File: src/rtl/core/hts_pkg.sv
// Shared types and constants for the height map triangle sampler.
package hts_pkg;

   localparam int HEIGHT_W     = 16;
   localparam int COORD_W      = 16;
   localparam int SAMPLE_IDX_W = 7;
   localparam int ADJ_W        = 17;
   localparam int CSR_INDEX_W  = 2;
   localparam int CSR_DATA_W   = 16;
   localparam int DIM_REG_W    = 8;
   localparam int REQ_DATA_W   = 64;
   localparam int RSP_DATA_W   = 40;
   localparam int QUEUE_DEPTH  = 4;

   localparam logic CMD_STORE  = 1'b0;
   localparam logic CMD_SAMPLE = 1'b1;

   localparam logic [CSR_INDEX_W-1:0] CSR_MAP_COLUMNS = 2'd0;
   localparam logic [CSR_INDEX_W-1:0] CSR_MAP_ROWS    = 2'd1;
   localparam logic [CSR_INDEX_W-1:0] CSR_CUT_LEVEL   = 2'd2;
   localparam logic [CSR_INDEX_W-1:0] CSR_DROP_OFFSET = 2'd3;

   typedef enum logic [1:0] {
      OP_STORE,
      OP_SKIP,
      OP_SAMPLE,
      OP_MISS
   } op_kind_type;

   typedef struct packed {
      op_kind_type kind;
      logic        step_col;
      logic        step_row;
      logic        x_major;
   } hts_ctrl_type;

endpackage

File: src/rtl/core/hts_front.sv
// Front end: takes request words, bounds checks and splits them into cell and fraction.
module hts_front #(
   parameter int MAX_COLUMNS   = 128,
   parameter int MAX_ROWS      = 128,
   parameter int FRACTION_BITS = 8
) (
   input  logic                              clock,
   input  logic                              reset,
   input  logic                              req_tvalid,
   output logic                              req_tready,
   input  logic [hts_pkg::REQ_DATA_W-1:0]    req_tdata,
   input  logic                              req_tuser,
   input  logic [$clog2(MAX_COLUMNS+1)-1:0]  cols,
   input  logic [$clog2(MAX_ROWS+1)-1:0]     rows,
   output logic                              out_valid,
   input  logic                              out_ready,
   output hts_pkg::hts_ctrl_type             out_ctrl,
   output logic [$clog2(MAX_COLUMNS)-1:0]    out_col,
   output logic [$clog2(MAX_ROWS)-1:0]       out_row,
   output logic [FRACTION_BITS-1:0]          out_fx,
   output logic [FRACTION_BITS-1:0]          out_fy,
   output logic [hts_pkg::HEIGHT_W-1:0]      out_height
);

   localparam int CIW = $clog2(MAX_COLUMNS);
   localparam int RIW = $clog2(MAX_ROWS);

   logic                           valid_ff;
   hts_pkg::hts_ctrl_type          ctrl_ff, ctrl_in;
   logic [CIW-1:0]                 col_ff, col_in;
   logic [RIW-1:0]                 row_ff, row_in;
   logic [FRACTION_BITS-1:0]       fx_ff, fx_in, fy_ff, fy_in;
   logic [hts_pkg::HEIGHT_W-1:0]   height_ff;

   logic [hts_pkg::COORD_W-1:0]    px, py;
   logic [31:0]                    px32, py32, ix32, iy32, wcol32, wrow32, cols32, rows32;
   logic                           take;

   assign take       = req_tvalid && req_tready;
   assign req_tready = !valid_ff || out_ready;

   assign px     = req_tdata[45:30];
   assign py     = req_tdata[61:46];
   assign px32   = 32'(px);
   assign py32   = 32'(py);
   assign ix32   = px32 >> FRACTION_BITS;
   assign iy32   = py32 >> FRACTION_BITS;
   assign wcol32 = 32'(req_tdata[6:0]);
   assign wrow32 = 32'(req_tdata[13:7]);
   assign cols32 = 32'(cols);
   assign rows32 = 32'(rows);
   assign fx_in  = px32[FRACTION_BITS-1:0];
   assign fy_in  = py32[FRACTION_BITS-1:0];

   always_comb begin
      ctrl_in.step_col = 1'b0;
      ctrl_in.step_row = 1'b0;
      ctrl_in.x_major  = (fx_in >= fy_in);
      if (req_tuser == hts_pkg::CMD_STORE) begin
         col_in = CIW'(wcol32);
         row_in = RIW'(wrow32);
         if (wcol32 < cols32 && wrow32 < rows32) begin
            ctrl_in.kind = hts_pkg::OP_STORE;
         end else begin
            ctrl_in.kind = hts_pkg::OP_SKIP;
         end
      end else begin
         col_in = CIW'(ix32);
         row_in = RIW'(iy32);
         ctrl_in.step_col = (ix32 + 32'd1) < cols32;
         ctrl_in.step_row = (iy32 + 32'd1) < rows32;
         if (!px[15] && !py[15] && ix32 < cols32 && iy32 < rows32) begin
            ctrl_in.kind = hts_pkg::OP_SAMPLE;
         end else begin
            ctrl_in.kind = hts_pkg::OP_MISS;
         end
      end
   end

   always_ff @(posedge clock) begin
      if (reset) begin
         valid_ff <= 1'b0;
      end else if (req_tready) begin
         valid_ff <= req_tvalid;
      end
   end

   always_ff @(posedge clock) begin
      if (take) begin
         ctrl_ff   <= ctrl_in;
         col_ff    <= col_in;
         row_ff    <= row_in;
         fx_ff     <= fx_in;
         fy_ff     <= fy_in;
         height_ff <= req_tdata[29:14];
      end
   end

   assign out_valid  = valid_ff;
   assign out_ctrl   = ctrl_ff;
   assign out_col    = col_ff;
   assign out_row    = row_ff;
   assign out_fx     = fx_ff;
   assign out_fy     = fy_ff;
   assign out_height = height_ff;

   a_take_fills: assert property (@(posedge clock) disable iff (reset)
      take |=> valid_ff)
      else $error("front stage empty after accepting a word");

endmodule

File: config.mk
export PLATFORM = sky130hd
export DESIGN_NAME = hts_front
export DESIGN_NICKNAME = d
export VERILOG_FILES = /design/src/rtl/core/hts_pkg.sv /design/src/rtl/core/hts_front.sv
export SDC_FILE = /design/constraint.sdc
export NUM_CORES = 1
export LEC_CHECK = 0
export BUFFER_PORTS_ARGS = -buffer_cell sky130_fd_sc_hd__buf_4
export CAP_MARGIN = 25
export CORE_MARGIN = 2
export CORE_UTILIZATION = 37
export DETAILED_ROUTE_END_ITERATION = 10
export PLACE_DENSITY = 0.65
export SYNTH_ARGS = -nofsm -noshare
export SYNTH_HDL_FRONTEND = slang
export SYNTH_SLANG_ARGS = --single-unit
File: constraint.sdc
create_clock -name clock -period 6.5 [get_ports clock]
set_clock_uncertainty 0.2 [all_clocks]
set_input_delay 1.3 -clock clock [delete_from_list [all_inputs] [get_ports clock]]
set_output_delay 1.3 -clock clock [all_outputs]
set_load 0.005 [all_outputs]
Word level (Yosys, flattened, before mapping)
Cells that the tools add are included.

Add/sub/neg operators: 2. $mul: 0. Div/mod/pow operators: 0. $lt $le $gt $ge: 7. Eq/ne operators: 0. Shifts and indexed selects: 0. Muxes and demuxes: 5. Bitwise logic cells: 0. Reduce and logical (&&, ||, !) cells: 9.

Operators with widths (number): adder 8 x 1 -> 9 bit (second input constant) (2); < comparator 9 x 8 -> 1 bit (2); < comparator 7 x 8 -> 1 bit (2); < comparator 8 bit (2); two-way mux 7 bit (2); greater-or-equal comparator 8 bit (1); logical AND 1 bit (5); logical NOT 1 bit (3); two-way mux 1 bit (2); two-way mux 2 bit (1); logical OR 1 bit (1).

Register bits after elaboration: 52. Bits in latches: 0. RAM bits: 0. ROM bits: 0. Bits of input ports: 85. Word-level logic and storage cells: 33. Memories kept: 0.

Depth between registers and ports, before layout
Depth in word-level cells: 6. Mapped depth: 9.

Worst setup path before layout
OpenSTA, ideal clock, no wires.

Path kind: input -> register. From: input out_ready. To: register col_ff[0] (netlist: out_col[0]), enable pin. Library setup time: 414 ps. Data arrival time: 2680 ps. Data required time: 5886 ps. Path slack: 3206 ps. Stages on the path: 2. Cells stage by stage: nand2b_1 and2_1.

Word-level cells in the longest chain between the ends: 2.

RTL lines: from (decl) (line hts_front.sv:16) `input logic out_ready,`; logical OR 1 bit (line hts_front.sv:40) `assign req_tready = !valid_ff || out_ready;`; logical AND 1 bit (line hts_front.sv:39) `assign take = req_tvalid && req_tready;`; named net take (line hts_front.sv:37) `logic take;`; to (signal assigned) (line hts_front.sv:91) `col_ff <= col_in;`; to (decl) (line hts_front.sv:30) `logic [CIW-1:0] col_ff, col_in;`.

The timed path passes the listed nets, and every way through them passes these cells. A chain may end at the register's enable or synchronous reset.

Final worst setup path
From: input out_ready. To: output req_tready.

Word-level cells in the longest chain between the ends: 1.

RTL lines: logical OR 1 bit (line hts_front.sv:40); to (decl) (line hts_front.sv:10) `output logic req_tready,`.

No other way between the ends.

==> qor.txt <==
CTS Buf Count: 5
routed len/inst: 14.60 um
IO Count: 138
WP data arrival: 1.70 ns
# rows: 33
Cells after Synth: 242
largest net degree at the start of global routing: 27
worst-skew pair later-pin latency: 0.29 ns
initial core utilization: 0.3764
critical path class: in2out
layout cells sized above 1: 0.4245
post-CTS setup buffer count: 0
Worst-Margin Slew: 0.6402 ns
Synth area leaders: edfxtp_1, ha_1, mux2_2
width of the die: 94.97 um
Peak VDD IR: 94.29 uV
TNS Setup: 0 ns
Yosys warnings: 0
CTS clock-pin slew for the worst setup and hold paths: 0.09 ns
hold buffers post-CTS: 0
CTS root buffer: clkbuf_8
post-DR vias/cell: 4.796
Worst Hold Class: reg2reg
Inst Count DP: 481
GP Congestion: 0.8189
crit path to: req_tready
via count: 2345
vias in the first global route: 2319
maximum clock frequency: 312.7 MHz
crit path max fanout: 3
power per cell area: 175.2 nW/um2
Cell Area, Placed: 4218 um2
maxcap violations: 0
max-slew violation count: 0
CTS tree: done
final worst-path cycle share: 0.4920
status: finished, final reports clean
Final Worst Setup Slack: 3.302 ns
initial antenna violation count: 0
Core Region: 8134 um2
synthesized flop and latch total: 52
Post-DRT Antenna Nets: 0
port bufs: 135
syn_area_per_cell: 12.65 um2
diodes inserted: 0
Synth top area share: 0.5002
DRT Pass-1 Iters: 4
Fin. Hold Viols: 0
Worst Path Required: 5.00 ns
ys async rst share: 0
Seq/Total Area, Yosys: 0.5067
nets: 518
GR Overflow Total: 0
clk sink count: 52
ys flop type: edfxtp_1
reg2reg path depth: 3
Die H: 94.97 um
non-filler cells, final: 489
Residual DRC: 0
Max Buffers Root-to-Sink: 2
worst rel slew slack: 0.5732
Critical Path End Type: output port
crit path from: out_ready
first-pass GRT wire length: 11080 um
initial drt markers: 29
Place WS: 3.225 ns
R2R Path End: out_ctrl[4]
Area growth, synth to finish: 40.62%
hpwl dp: 5944 um
Netlist Area Pre-Place: 3062 um2
static leakage: 2.014 nW
Max H-tree Level: 2
RSZ-0062 raised after global routing: false
number of library cell types mapped by synthesis: 32
setup violators final: 0
crit start category: input port
final wirelength: 7141 um
min cycle time layout: 3.198 ns
overall global routing resource usage: 0.1571
Post-Syn Nets: 377
EDFF count, synth: 51
leading area contributor after synthesis: edfxtp_1
RR Startpoint: out_valid
commonest non-fill, non-tap cell in the layout: buf_4
post-route cell area: 4305 um2
R2R Setup Slk: 4.74 ns
# resized after CTS: 0
most frequent cells in the layout: buf_4, edfxtp_1, ha_1
Die ar.: 9018 um2
[sequential cells by signal (all words and copies together) (netlist names)]
name	count
out_valid	1
out_ctrl	5
out_fx	8
out_height	16
out_row	7
out_fy	8
out_col	7
[area by class of cell]
class	count	area, um2
inverters	23	86.33
clock inverters	3	18.77
clock buffers	5	68.82
multi-input cells	165	1415
fillers	736	3829
repair buffers	136	1033
well taps	105	131.4
flip-flops and latches	52	1551
[metrics by stage]
stage / utilization / power [mW] / hold slack (ns)
3_3_place_gp: 0.5161 / 0.5815 / 0.2967
5_1_grt: 0.5293 / 0.8016 / 0.3673
2_1_floorplan: - / 0.4856 / 0.3225
4_1_cts: 0.5293 / 0.7663 / 0.3354
3_5_place_dp: 0.5185 / 0.5871 / 0.3214
6_report: 0.5293 / 0.7544 / 0.3265
[report_power, final]
group | switching (mW) | internal [mW] | leakage [nW]
Sequential | 0.00541 | 0.394 | 0.502
Clock | 0.102 | 0.0752 | 0.0479
Combinational | 0.0794 | 0.0985 | 1.46
[worst max-delay path, cell delays in order]
cell and delay, ns:
buf_4 0.10, nand2b_1 0.15, buf_4 0.14
[routing by layer]
metal,GRT usage,up-vias,share of wire
met2,0.2695,92,0.47
met5,0,-,0
met3,0.04070,4,0.086
li1,-,1189,-
met1,0.1983,1060,0.43
met4,0.03623,0,0.0073
[cells by family after synthesis]
family,after synthesis,share of synthesized area
DFF,52,0.5067
adders and majority gates,50,0.2043
and+or+nand+nor,48,0.08378
AOI/OAI and AO/OA,41,0.08786
buffers and inverters,25,0.03147
muxes,14,0.05149
xor gates and xnor gates,12,0.03433
[Yosys cell counts, drive strengths merged (2+ instances only)]
cell type	instances
nand2b	3
a21oi	13
nand3	13
buf	2
a41oi	2
xor2	5
o21bai	3
o21ai	7
a21o	8
nand4	5
inv	23
nand4b	2
nor2	6
a211oi	2
nand2	12
ha	50
nor3b	3
mux2	14
xnor2	7
edfxtp	51
o22ai	2
[how the worst min path moves through the flow]
| stage | from | depth (start not counted) | slack [ns] | end |
|---|---|---|---|---|
| 4_1_cts | out_valid | 2 | 0.34 | out_valid |
| 5_1_grt | out_valid | 2 | 0.37 | out_valid |
| 3_5_place_dp | out_valid | 2 | 0.32 | out_valid |
| 3_3_place_gp | out_valid | 2 | 0.30 | out_valid |
| 6_report | out_valid | 2 | 0.33 | out_valid |
| 2_1_floorplan | out_valid | 2 | 0.32 | out_valid |
Power figures use the tool's default switching activity.
