File: src/rtl/core/hts_pkg.sv
// Shared types and constants for the height map triangle sampler.
package hts_pkg;

   localparam int HEIGHT_W     = 16;
   localparam int COORD_W      = 16;
   localparam int SAMPLE_IDX_W = 7;
   localparam int ADJ_W        = 17;
   localparam int CSR_INDEX_W  = 2;
   localparam int CSR_DATA_W   = 16;
   localparam int DIM_REG_W    = 8;
   localparam int REQ_DATA_W   = 64;
   localparam int RSP_DATA_W   = 40;
   localparam int QUEUE_DEPTH  = 4;

   localparam logic CMD_STORE  = 1'b0;
   localparam logic CMD_SAMPLE = 1'b1;

   localparam logic [CSR_INDEX_W-1:0] CSR_MAP_COLUMNS = 2'd0;
   localparam logic [CSR_INDEX_W-1:0] CSR_MAP_ROWS    = 2'd1;
   localparam logic [CSR_INDEX_W-1:0] CSR_CUT_LEVEL   = 2'd2;
   localparam logic [CSR_INDEX_W-1:0] CSR_DROP_OFFSET = 2'd3;

   typedef enum logic [1:0] {
      OP_STORE,
      OP_SKIP,
      OP_SAMPLE,
      OP_MISS
   } op_kind_type;

   typedef struct packed {
      op_kind_type kind;
      logic        step_col;
      logic        step_row;
      logic        x_major;
   } hts_ctrl_type;

endpackage

File: src/rtl/core/hts_queue.sv
// Short FIFO between front end and back end.
module hts_queue #(
   parameter int WIDTH = 8
) (
   input  logic             clock,
   input  logic             reset,
   input  logic             in_valid,
   output logic             in_ready,
   input  logic [WIDTH-1:0] in_data,
   output logic             out_valid,
   input  logic             out_ready,
   output logic [WIDTH-1:0] out_data
);

   localparam int DEPTH = hts_pkg::QUEUE_DEPTH;
   localparam int PW    = $clog2(DEPTH);
   localparam int CW    = $clog2(DEPTH + 1);

   logic [WIDTH-1:0] slot_ff [DEPTH];
   logic [PW-1:0]    wr_ptr_ff, rd_ptr_ff;
   logic [CW-1:0]    count_ff;
   logic             push, pop;

   assign in_ready  = (count_ff != CW'(DEPTH));
   assign out_valid = (count_ff != '0);
   assign push      = in_valid && in_ready;
   assign pop       = out_valid && out_ready;
   assign out_data  = slot_ff[rd_ptr_ff];

   always_ff @(posedge clock) begin
      if (reset) begin
         wr_ptr_ff <= '0;
         rd_ptr_ff <= '0;
         count_ff  <= '0;
      end else begin
         if (push) begin
            wr_ptr_ff <= wr_ptr_ff + 1'b1;
         end
         if (pop) begin
            rd_ptr_ff <= rd_ptr_ff + 1'b1;
         end
         if (push && !pop) begin
            count_ff <= count_ff + 1'b1;
         end else if (pop && !push) begin
            count_ff <= count_ff - 1'b1;
         end
      end
   end

   always_ff @(posedge clock) begin
      if (push) begin
         slot_ff[wr_ptr_ff] <= in_data;
      end
   end

   a_count_bound: assert property (@(posedge clock) disable iff (reset)
      count_ff <= CW'(DEPTH))
      else $error("queue overfilled");

   a_pop_drains: assert property (@(posedge clock) disable iff (reset)
      (pop && !push) |=> count_ff == $past(count_ff) - 1'b1)
      else $error("queue count did not drop on pop");

endmodule

File: config.mk
export PLATFORM = sky130hd
export DESIGN_NAME = hts_queue
export DESIGN_NICKNAME = d
export VERILOG_FILES = /design/src/rtl/core/hts_pkg.sv /design/src/rtl/core/hts_queue.sv
export SDC_FILE = /design/constraint.sdc
export NUM_CORES = 1
export LEC_CHECK = 0
export BUFFER_PORTS_ARGS = -buffer_cell sky130_fd_sc_hd__buf_2
export CORE_AREA = 2 2 58 66
export CTS_BUF_LIST = sky130_fd_sc_hd__clkbuf_4 sky130_fd_sc_hd__clkbuf_8
export CTS_CLUSTER_DIAMETER = 200
export CTS_CLUSTER_SIZE = 20
export DETAILED_ROUTE_END_ITERATION = 6
export DIE_AREA = 0 0 60 68
export GPL_TIMING_DRIVEN = 1
export PLACE_DENSITY_LB_ADDON = 0.25
export SKIP_CTS_REPAIR_TIMING = 1
export SYNTH_ARGS = -nofsm -noshare
export SYNTH_HDL_FRONTEND = slang
export SYNTH_SLANG_ARGS = --single-unit
File: constraint.sdc
create_clock -name clock -period 3.2 [get_ports clock]
set_input_delay 0 -clock clock [delete_from_list [all_inputs] [get_ports clock]]
set_output_delay 0 -clock clock [all_outputs]
set_load 0.01 [all_outputs]
==> After elaboration in Yosys (flattened, before gate mapping) <==
Memories as Yosys holds them, arrays and structs flattened. A register that Yosys moved wholly into a read port is not among the register bits.
Index checks and enable logic that the tools add are counted.
{ "op_classes": {"addsub": 4, "mul": 0, "div": 0, "order_cmp": 0, "n_eq_ne": 1, "n_shift": 0, "mux": 6, "bitwise": 0, "n_reduce_logical": 8} }
{ "ops": {"columns": ["operator", "count"], "rows": [
  ["$mux W3", 2],
  ["$add A2 B1 Y2 const B", 2],
  ["$logic_and A1 B1 Y1", 4],
  ["$mux W2", 2],
  ["$add A3 B1 Y3 const B", 1],
  ["$ne A3 B3 Y1 const B", 1],
  ["$reduce_bool A3 Y1", 1],
  ["$sub A3 B1 Y3 const B", 1],
  ["$logic_not A1 Y1", 2],
  ["$mux W1", 2],
  ["$reduce_bool A2 Y1", 1]
]} }
{ "word_totals": {"register_bits": 7, "latch_bits": 0, "ramBits": 32, "rom_bits": 0, "output_inout_bits": 10, "word_cells": 23, "mem_count": 1} }
{ "memory_table": {"columns": ["memory", "words", "width", "read_ports", "rd_ports_with_merged_regs", "wr", "line_no", "text"], "rows": [
  ["slot_ff", 4, 8, 1, 1, 1, "hts_queue.sv:19", "logic [WIDTH-1:0] slot_ff [DEPTH];"]
]} }

==> Logic depth before layout (Yosys ltp) <==
Gate-level depths: netlist (run 1).
{ "depth": {"depth_word": 6, "mapped_depth": 8, "mapped_depth_nobuf": 8} }

==> Worst setup path before layout (run 1) <==
Ideal clock, no wire load.
{ "synth_path": {"path_type": "register to register", "start": "reg count_ff[0]", "end": "reg count_ff[2]", "setup_ns": 0.070, "arrival_ns": 1.920, "path_slack_ns": 1.210, "stages_incl_launch_ff": 9, "period_less_slack_ns": 1.990, "cell_sequence": "dfxtp_1 > nor2_2 > a21boi_4 > ha_1 > inv_1 > fa_1 > xor2_1 > or3_1 > a21oi_1"} }
{ "synth_between": {"elab_chain_cells": 5, "word_cells_on_any_way": 13, "classes_between": "add/sub (2); eq/ne (1); mux (2); reduce/logical (8)"} }
{ "synth_lines": {"columns": ["element", "line_no", "text"], "rows": [
  ["start: declaration", "hts_queue.sv:21", "logic [CW-1:0] count_ff;"],
  ["start signal: assignment", "hts_queue.sv:43", "count_ff <= count_ff + 1'b1;"],
  ["start signal: assignment", "hts_queue.sv:45", "count_ff <= count_ff - 1'b1;"],
  ["$ne A3 B3 Y1 *", "hts_queue.sv:24", "assign in_ready = (count_ff != CW'(DEPTH));"],
  ["$logic_and A1 B1 Y1 *", "hts_queue.sv:26", "assign push = in_valid && in_ready;"],
  ["via push", "hts_queue.sv:22", "logic push, pop;"],
  ["$logic_not A1 Y1", "hts_queue.sv:44", "end else if (pop && !push) begin"],
  ["$logic_and A1 B1 Y1", "hts_queue.sv:44", null],
  ["$reduce_bool A2 Y1 (no line)", null, null]
]} }
Mark *: on every way through the listed nets, which the timed path passes. The rest lies on a longest branch. The select of a mux whose other input is x is not followed.
A chain may end at the register's enable or synchronous reset.

==> Worst setup path after layout (run 1) <==
Ends and elaborated chain as after synthesis.

==> metrics.cfg, run 1 <==
[drt]
vias_per_cell = 4.76
ant_nets = 0
first_pass_iters = 4
wl_per_cell_um = 13.7
drc_errors = 0
via_count = 829
drtIter0Drc = 23
totalWireLength_mm = 2.38

[die]
die_w_um = 60
core_um2 = 3480
initial_core_util_pct = 47.0
die_area_um2 = 4080
die_y_um = 68
fp-row-count = 23
num_io_pins = 22

[sta]
period_share_pct = 66.9
rsz0062_at_grt = false
fin_ws_ps = 1060
fin_tns_setup_ps = 0
clock_skew_ps = 9.20
hold_ws_ps = -4.16
drv_slew = 0
fmax_mhz = 467
setup_viol = 0
worstMarginPinSlew_ps = 553
hold_viol_final = 1
min_period_ps = 2140
slew_headroom_pct = 63.1

[global_routing]
antenna_found_initial = 0
grt_pass1_vias = 836
grt_pass1_wl_mm = 3.89
grt_max_degree = 13
grt_overflow = 0
track_usage_pct = 13.9

[yosys]
synth_edf_count = 32
ys_seq_elements = 41
ys_top_cells_by_area = edfxtp_1 (59%), dfxtp_1 (11%), mux4_2 (11%), ha_1 (3.8%), xor2_1 (2.1%)
ys_seq_area_share_pct = 69.7
yosysMostFrequentCell = edfxtp_1
syn_area_um2 = 1640
ys_warn_count = 0
avgSynthCellArea_um2 = 18.2
ys_types = 23
synth_fp_nets = 108
synthCells = 90
synth_top_area_cell = edfxtp_1
synth_common_cells = edfxtp_1 (32), dfxtp_1 (9), mux4_2 (8)
synth_top_area_share_pct = 58.7
synthFlopType = edfxtp_1
synth-async-reset-ratio_pct = 0

[final_layout]
nNetsFinal = 141
final_cells = 174
synthToLayoutAreaGrowth_pct = 19.8
layout-drive-gt1-share_pct = 33.1
final_util_pct = 56.3
antennaDiodeCount = 0
stdcell_area_um2 = 1960
fillCellCount = 291

[place]
dp_hpwl_mm = 1.67
portBuffers = 21
placed_cells = 158
routabilityCongestion = 0.689
dpl-instance-area_um2 = 1790
place_worst_setup_slack_ps = 1080

[pwr]
p_sw_mw = 0.403
ir_drop_mv = 0.439
switching_share_pct = 28.2
p_clk_share_pct = 23.0
p_total_mw = 1.43
power_leakage_nw = 0.717
internal_power_mw = 1.02
seq_power_share_pct = 51.4
p_comb_share_pct = 25.6
cellPowerDensity_nw_per_um2 = 728

[clocking]
cts_root_buffer = clkbuf_8
cts-buffers-inserted = 5
worstSkewPairLatency_ps = 290
clk_path_buf_depth = 2
cts_tree = yes
clk_pin_slew_worst_paths_ps = 70
htreeDepth = 2
cts_sinks = 41

[outcome]
status = finished, violations left
violations = negative hold slack

[min_path]
hold_path.class = input pin to flop

[critical_path]
endpoint_kind = flop
crit_fanout = 7
cp-start-kind = flop
cp.required_ps = 3420
worstSetupPathType = flop to flop
worstPathArrival_ps = 2360

[job]
cap_viol_max_count = 0

power by group through the flow:
| stage | sequential [mW] | clock [mW] | combinational (mW) |
|---|---|---|---|
| final | 0.734 | 0.329 | 0.365 |
| after detailed placement | 0.750 | 0 | 0.362 |
| after floorplan | 0.703 | 0 | 0.295 |
| after global routing | 0.749 | 0.362 | 0.409 |
| after global placement | 0.745 | 0 | 0.354 |
| after CTS | 0.738 | 0.338 | 0.363 |
final cells by class:
cell class	count	area (µm²)	area share (%)
multi-input combinational	43	470	24.0
sequential	41	1140	58.2
tap	50	62.6	3.19
timing repair buffer	29	185	9.44
inverter	3	11.3	0.574
clock buffer	6	82.6	4.21
clock inverter	2	8.76	0.446
flip-flops by register name, summed over array words and instances (netlist names), named ones only:
signal,cells
count_ff,3
rd_ptr_ff,2
slot_ff,32
wr_ptr_ff,2
critical path: stages, from the launching register on:
cell and delay, ps:
dfxtp_1 470, nor2_2 100, a21boi_4 250, ha_1 230, inv_1 60, fa_1 370, xor2_1 150, or3_1 310
a21oi_1 140
path summary, 6_finish.rpt:
path | from | to | slack, ps | depth (start not counted)
worst max-delay path | count_ff[0] | count_ff[2] | 1060 | 8
worst min-delay path | reset | count_ff[2] | -4 | 2
worst max register to register | count_ff[0] | count_ff[2] | 1060 | 8
worst min register to register | wr_ptr_ff[1] | wr_ptr_ff[1] | 520 | 2
cell families after synthesis:
kind of cell	count (synthesis)	synth area share [%]
muxes	11	13.1
and+or+nand+nor	17	5.35
DFF	41	69.7
xor gates and xnor gates	4	2.14
buffers and inverters	6	1.60
AOI/OAI and AO/OA	5	3.06
adders and majority gates	6	5.04
layer usage:
| layer | vias to the layer above | share of wire (%) | routed length [µm] | track usage [%] |
|---|---|---|---|---|
| met2 | 20 | 53 | 1260 | 23.0 |
| met4 | 0 | 2.7 | 65 | 8.33 |
| li1 | 406 | - | - | - |
| met5 | - | 0 | 0 | 0 |
| met3 | 8 | 3.7 | 87 | 3.59 |
| met1 | 395 | 41 | 970 | 16.1 |
cell usage in the layout (no fill, tap or decap), drive strengths merged:
cell type / netlist / final
fa: 1 / 1
a21oi: 1 / 1
edfxtp: 32 / 32
dfxtp: 9 / 9
a21boi: 1 / 1
mux2: 1 / 1
and2: 4 / 4
mux2i: 2 / 2
xor2: 4 / 4
clkinv: 0 / 2
or3: 2 / 2
nand2b: 2 / 2
o311ai: 1 / 1
inv: 3 / 3
clkbuf: 2 / 6
nor2: 8 / 8
ha: 5 / 5
mux4: 8 / 8
o21ai: 1 / 1
dlygate4sd3: 0 / 8
nand2: 1 / 1
o31ai: 1 / 1
buf: 1 / 21
Note: power is estimated with default switching activity, not from simulation.
==> inputs of run 2 (changes only) <==
==> constraint.sdc (replaced) <==
create_clock -name clock -period 2.1 [get_ports clock]
set_input_delay 0 -clock clock [delete_from_list [all_inputs] [get_ports clock]]
set_output_delay 0 -clock clock [all_outputs]
set_load 0.01 [all_outputs]
==> run 2 against run 1 <==
Effect of this change: critical path depth fell by 1; count of clock-buffer cells in the layout fell by 1; flip-flop and latch count did not move; worst setup slack got worse by 970 ps; final area rose by 3.8%; highest routed layer unchanged; the run now ends clean; register-to-register slack got worse by 970 ps; die area did not move; maximum frequency rose by 6.6%; sequential share of layout area fell by 2.0 points; first-iteration DRC count rose by 17%; non-clock buffer count rose by 2.
==> metrics.cfg, run 2 (same netlist as run 1, synthesis figures left out) <==
[outcome]
status = complete, no violations

[place]
dp_hpwl_mm = 1.74
portBuffers = 21
routabilityCongestion = 0.654
place_worst_setup_slack_ps = -10.2

[pwr]
p_clk_share_pct = 29.8
cellPowerDensity_nw_per_um2 = 1200
p_comb_share_pct = 23.8
ir_drop_mv = 0.561
p_total_mw = 2.45
internal_power_mw = 1.79
switching_share_pct = 26.8
p_sw_mw = 0.656
power_leakage_nw = 0.746
seq_power_share_pct = 46.4

[drt]
wl_met1_mm = 1.11
first_pass_iters = 4
via_count = 857
ant_nets = 0
totalWireLength_mm = 2.62
wl_met2_mm = 1.34
dr_wl_met3_um = 119
top_layer_used = met4
drtIter0Drc = 27
wl_per_cell_um = 14.9
drc_errors = 0
vias_per_cell = 4.87

[clocking]
clk_pin_slew_worst_paths_ps = 70
cts-buffers-inserted = 5
cts_root_buffer = clkbuf_8
cts_sinks = 41
htreeDepth = 2
cts_tree = yes
clk_path_buf_depth = 2
worstSkewPairLatency_ps = 290

[sta]
clock_skew_ps = 7.57
period_share_pct = 95.7
min_period_ps = 2010
hold_viol_final = 0
slew_headroom_pct = 61.1
setup_viol = 0
worstMarginPinSlew_ps = 582
drv_slew = 0
fin_tns_setup_ps = 0
fin_ws_ps = 89.6
fmax_mhz = 497

[final_layout]
multi_input_comb_area_um2 = 482
antennaDiodeCount = 0
fillCellCount = 271
layout-drive-gt1-share_pct = 36.5
synthToLayoutAreaGrowth_pct = 24.3
top_register = slot_ff
largest_register_ffs = 32
top_regs = slot_ff (32), count_ff (3)
ff_latch_area_um2 = 1140
layout_commonest_cell = edfxtp_1
layout_common_cells = edfxtp_1 (32), buf_2 (21), dlygate4sd3_1 (9)
nNetsFinal = 143

[die]
die_w_um = 60
fp-row-count = 23
core_um2 = 3480
num_io_pins = 22
die_area_um2 = 4080
die_y_um = 68
initial_core_util_pct = 47.0

[critical_path]
r2r_end = count_ff[2]
worstPathArrival_ps = 2230
r2r_setup_slack_ps = 90
worstSetupPathType = flop to flop
rr_worst_depth = 7
r2r_start = count_ff[1]
cp.required_ps = 2320
endpoint_kind = flop
startpoint = count_ff[1]
crit_fanout = 6
cp-start-kind = flop

[min_path]
hold_path.class = input pin to flop
hp-start = out_ready
whs_path_depth = 4
holdPathEnd = rd_ptr_ff[0]

[job]
cap_viol_max_count = 0

[global_routing]
track_usage_pct = 14.4
antenna_found_initial = 0
grt_pass1_vias = 849
grt_max_degree = 14
grt_overflow = 0
grt_pass1_wl_mm = 3.99

[run 2: worst max-delay path: stages, from the launching register on]
cell and delay [ps]:
dfxtp_2 370, o31ai_4 300, ha_2 240, inv_1 50, fa_1 380, xor2_1 160, or3_1 300, a21oi_1 130
[run 2: worst max-delay path by stage]
| stage | endpoint | cells after the start |
|---|---|---|
| after floorplan | count_ff[2] | 8 |
| after detailed placement | count_ff[2] | 7 |
| after global routing | count_ff[2] | 7 |
| after CTS | count_ff[2] | 7 |
| after global placement | count_ff[2] | 7 |
| final | count_ff[2] | 7 |
[run 2: power groups by stage]
stage / logic (mW) / clock network [mW] / registers [mW]
after floorplan: 0.450 / 0 / 1.07
final: 0.583 / 0.729 / 1.14
after global routing: 0.645 / 0.773 / 1.16
after global placement: 0.548 / 0 / 1.14
after CTS: 0.570 / 0.741 / 1.13
after detailed placement: 0.567 / 0 / 1.15
[run 2: layer usage]
layer / vias to the layer above / track usage, %
li1: 409 / -
met1: 425 / 16.2
met2: 18 / 23.6
met3: 5 / 6.24
met4: 0 / 6.67
met5: - / 0
[run 2: stage by stage]
| step | cells | utilization, % | area, µm² | hold slack, ps |
|---|---|---|---|---|
| final | 176 | 58.5 | 2040 | 86.2 |
| after global routing | 176 | 58.5 | 2040 | 95.6 |
| after CTS | 167 | 55.5 | 1930 | -88.6 |
| after detailed placement | 159 | 51.6 | 1800 | 215 |
| after global placement | 159 | 51.6 | 1800 | 211 |
| after floorplan | 90 | - | 1640 | 98.9 |
[run 2: area by class of cell]
| cell class | count | area share, % |
|---|---|---|
| Clock buffer | 5 | 3.38 |
| Clock inverter | 3 | 3.20 |
| Inverter | 3 | 0.553 |
| Multi-Input combinational cell | 43 | 23.7 |
| Sequential cell | 41 | 56.2 |
| Tap cell | 50 | 3.07 |
| Timing Repair Buffer | 31 | 9.96 |
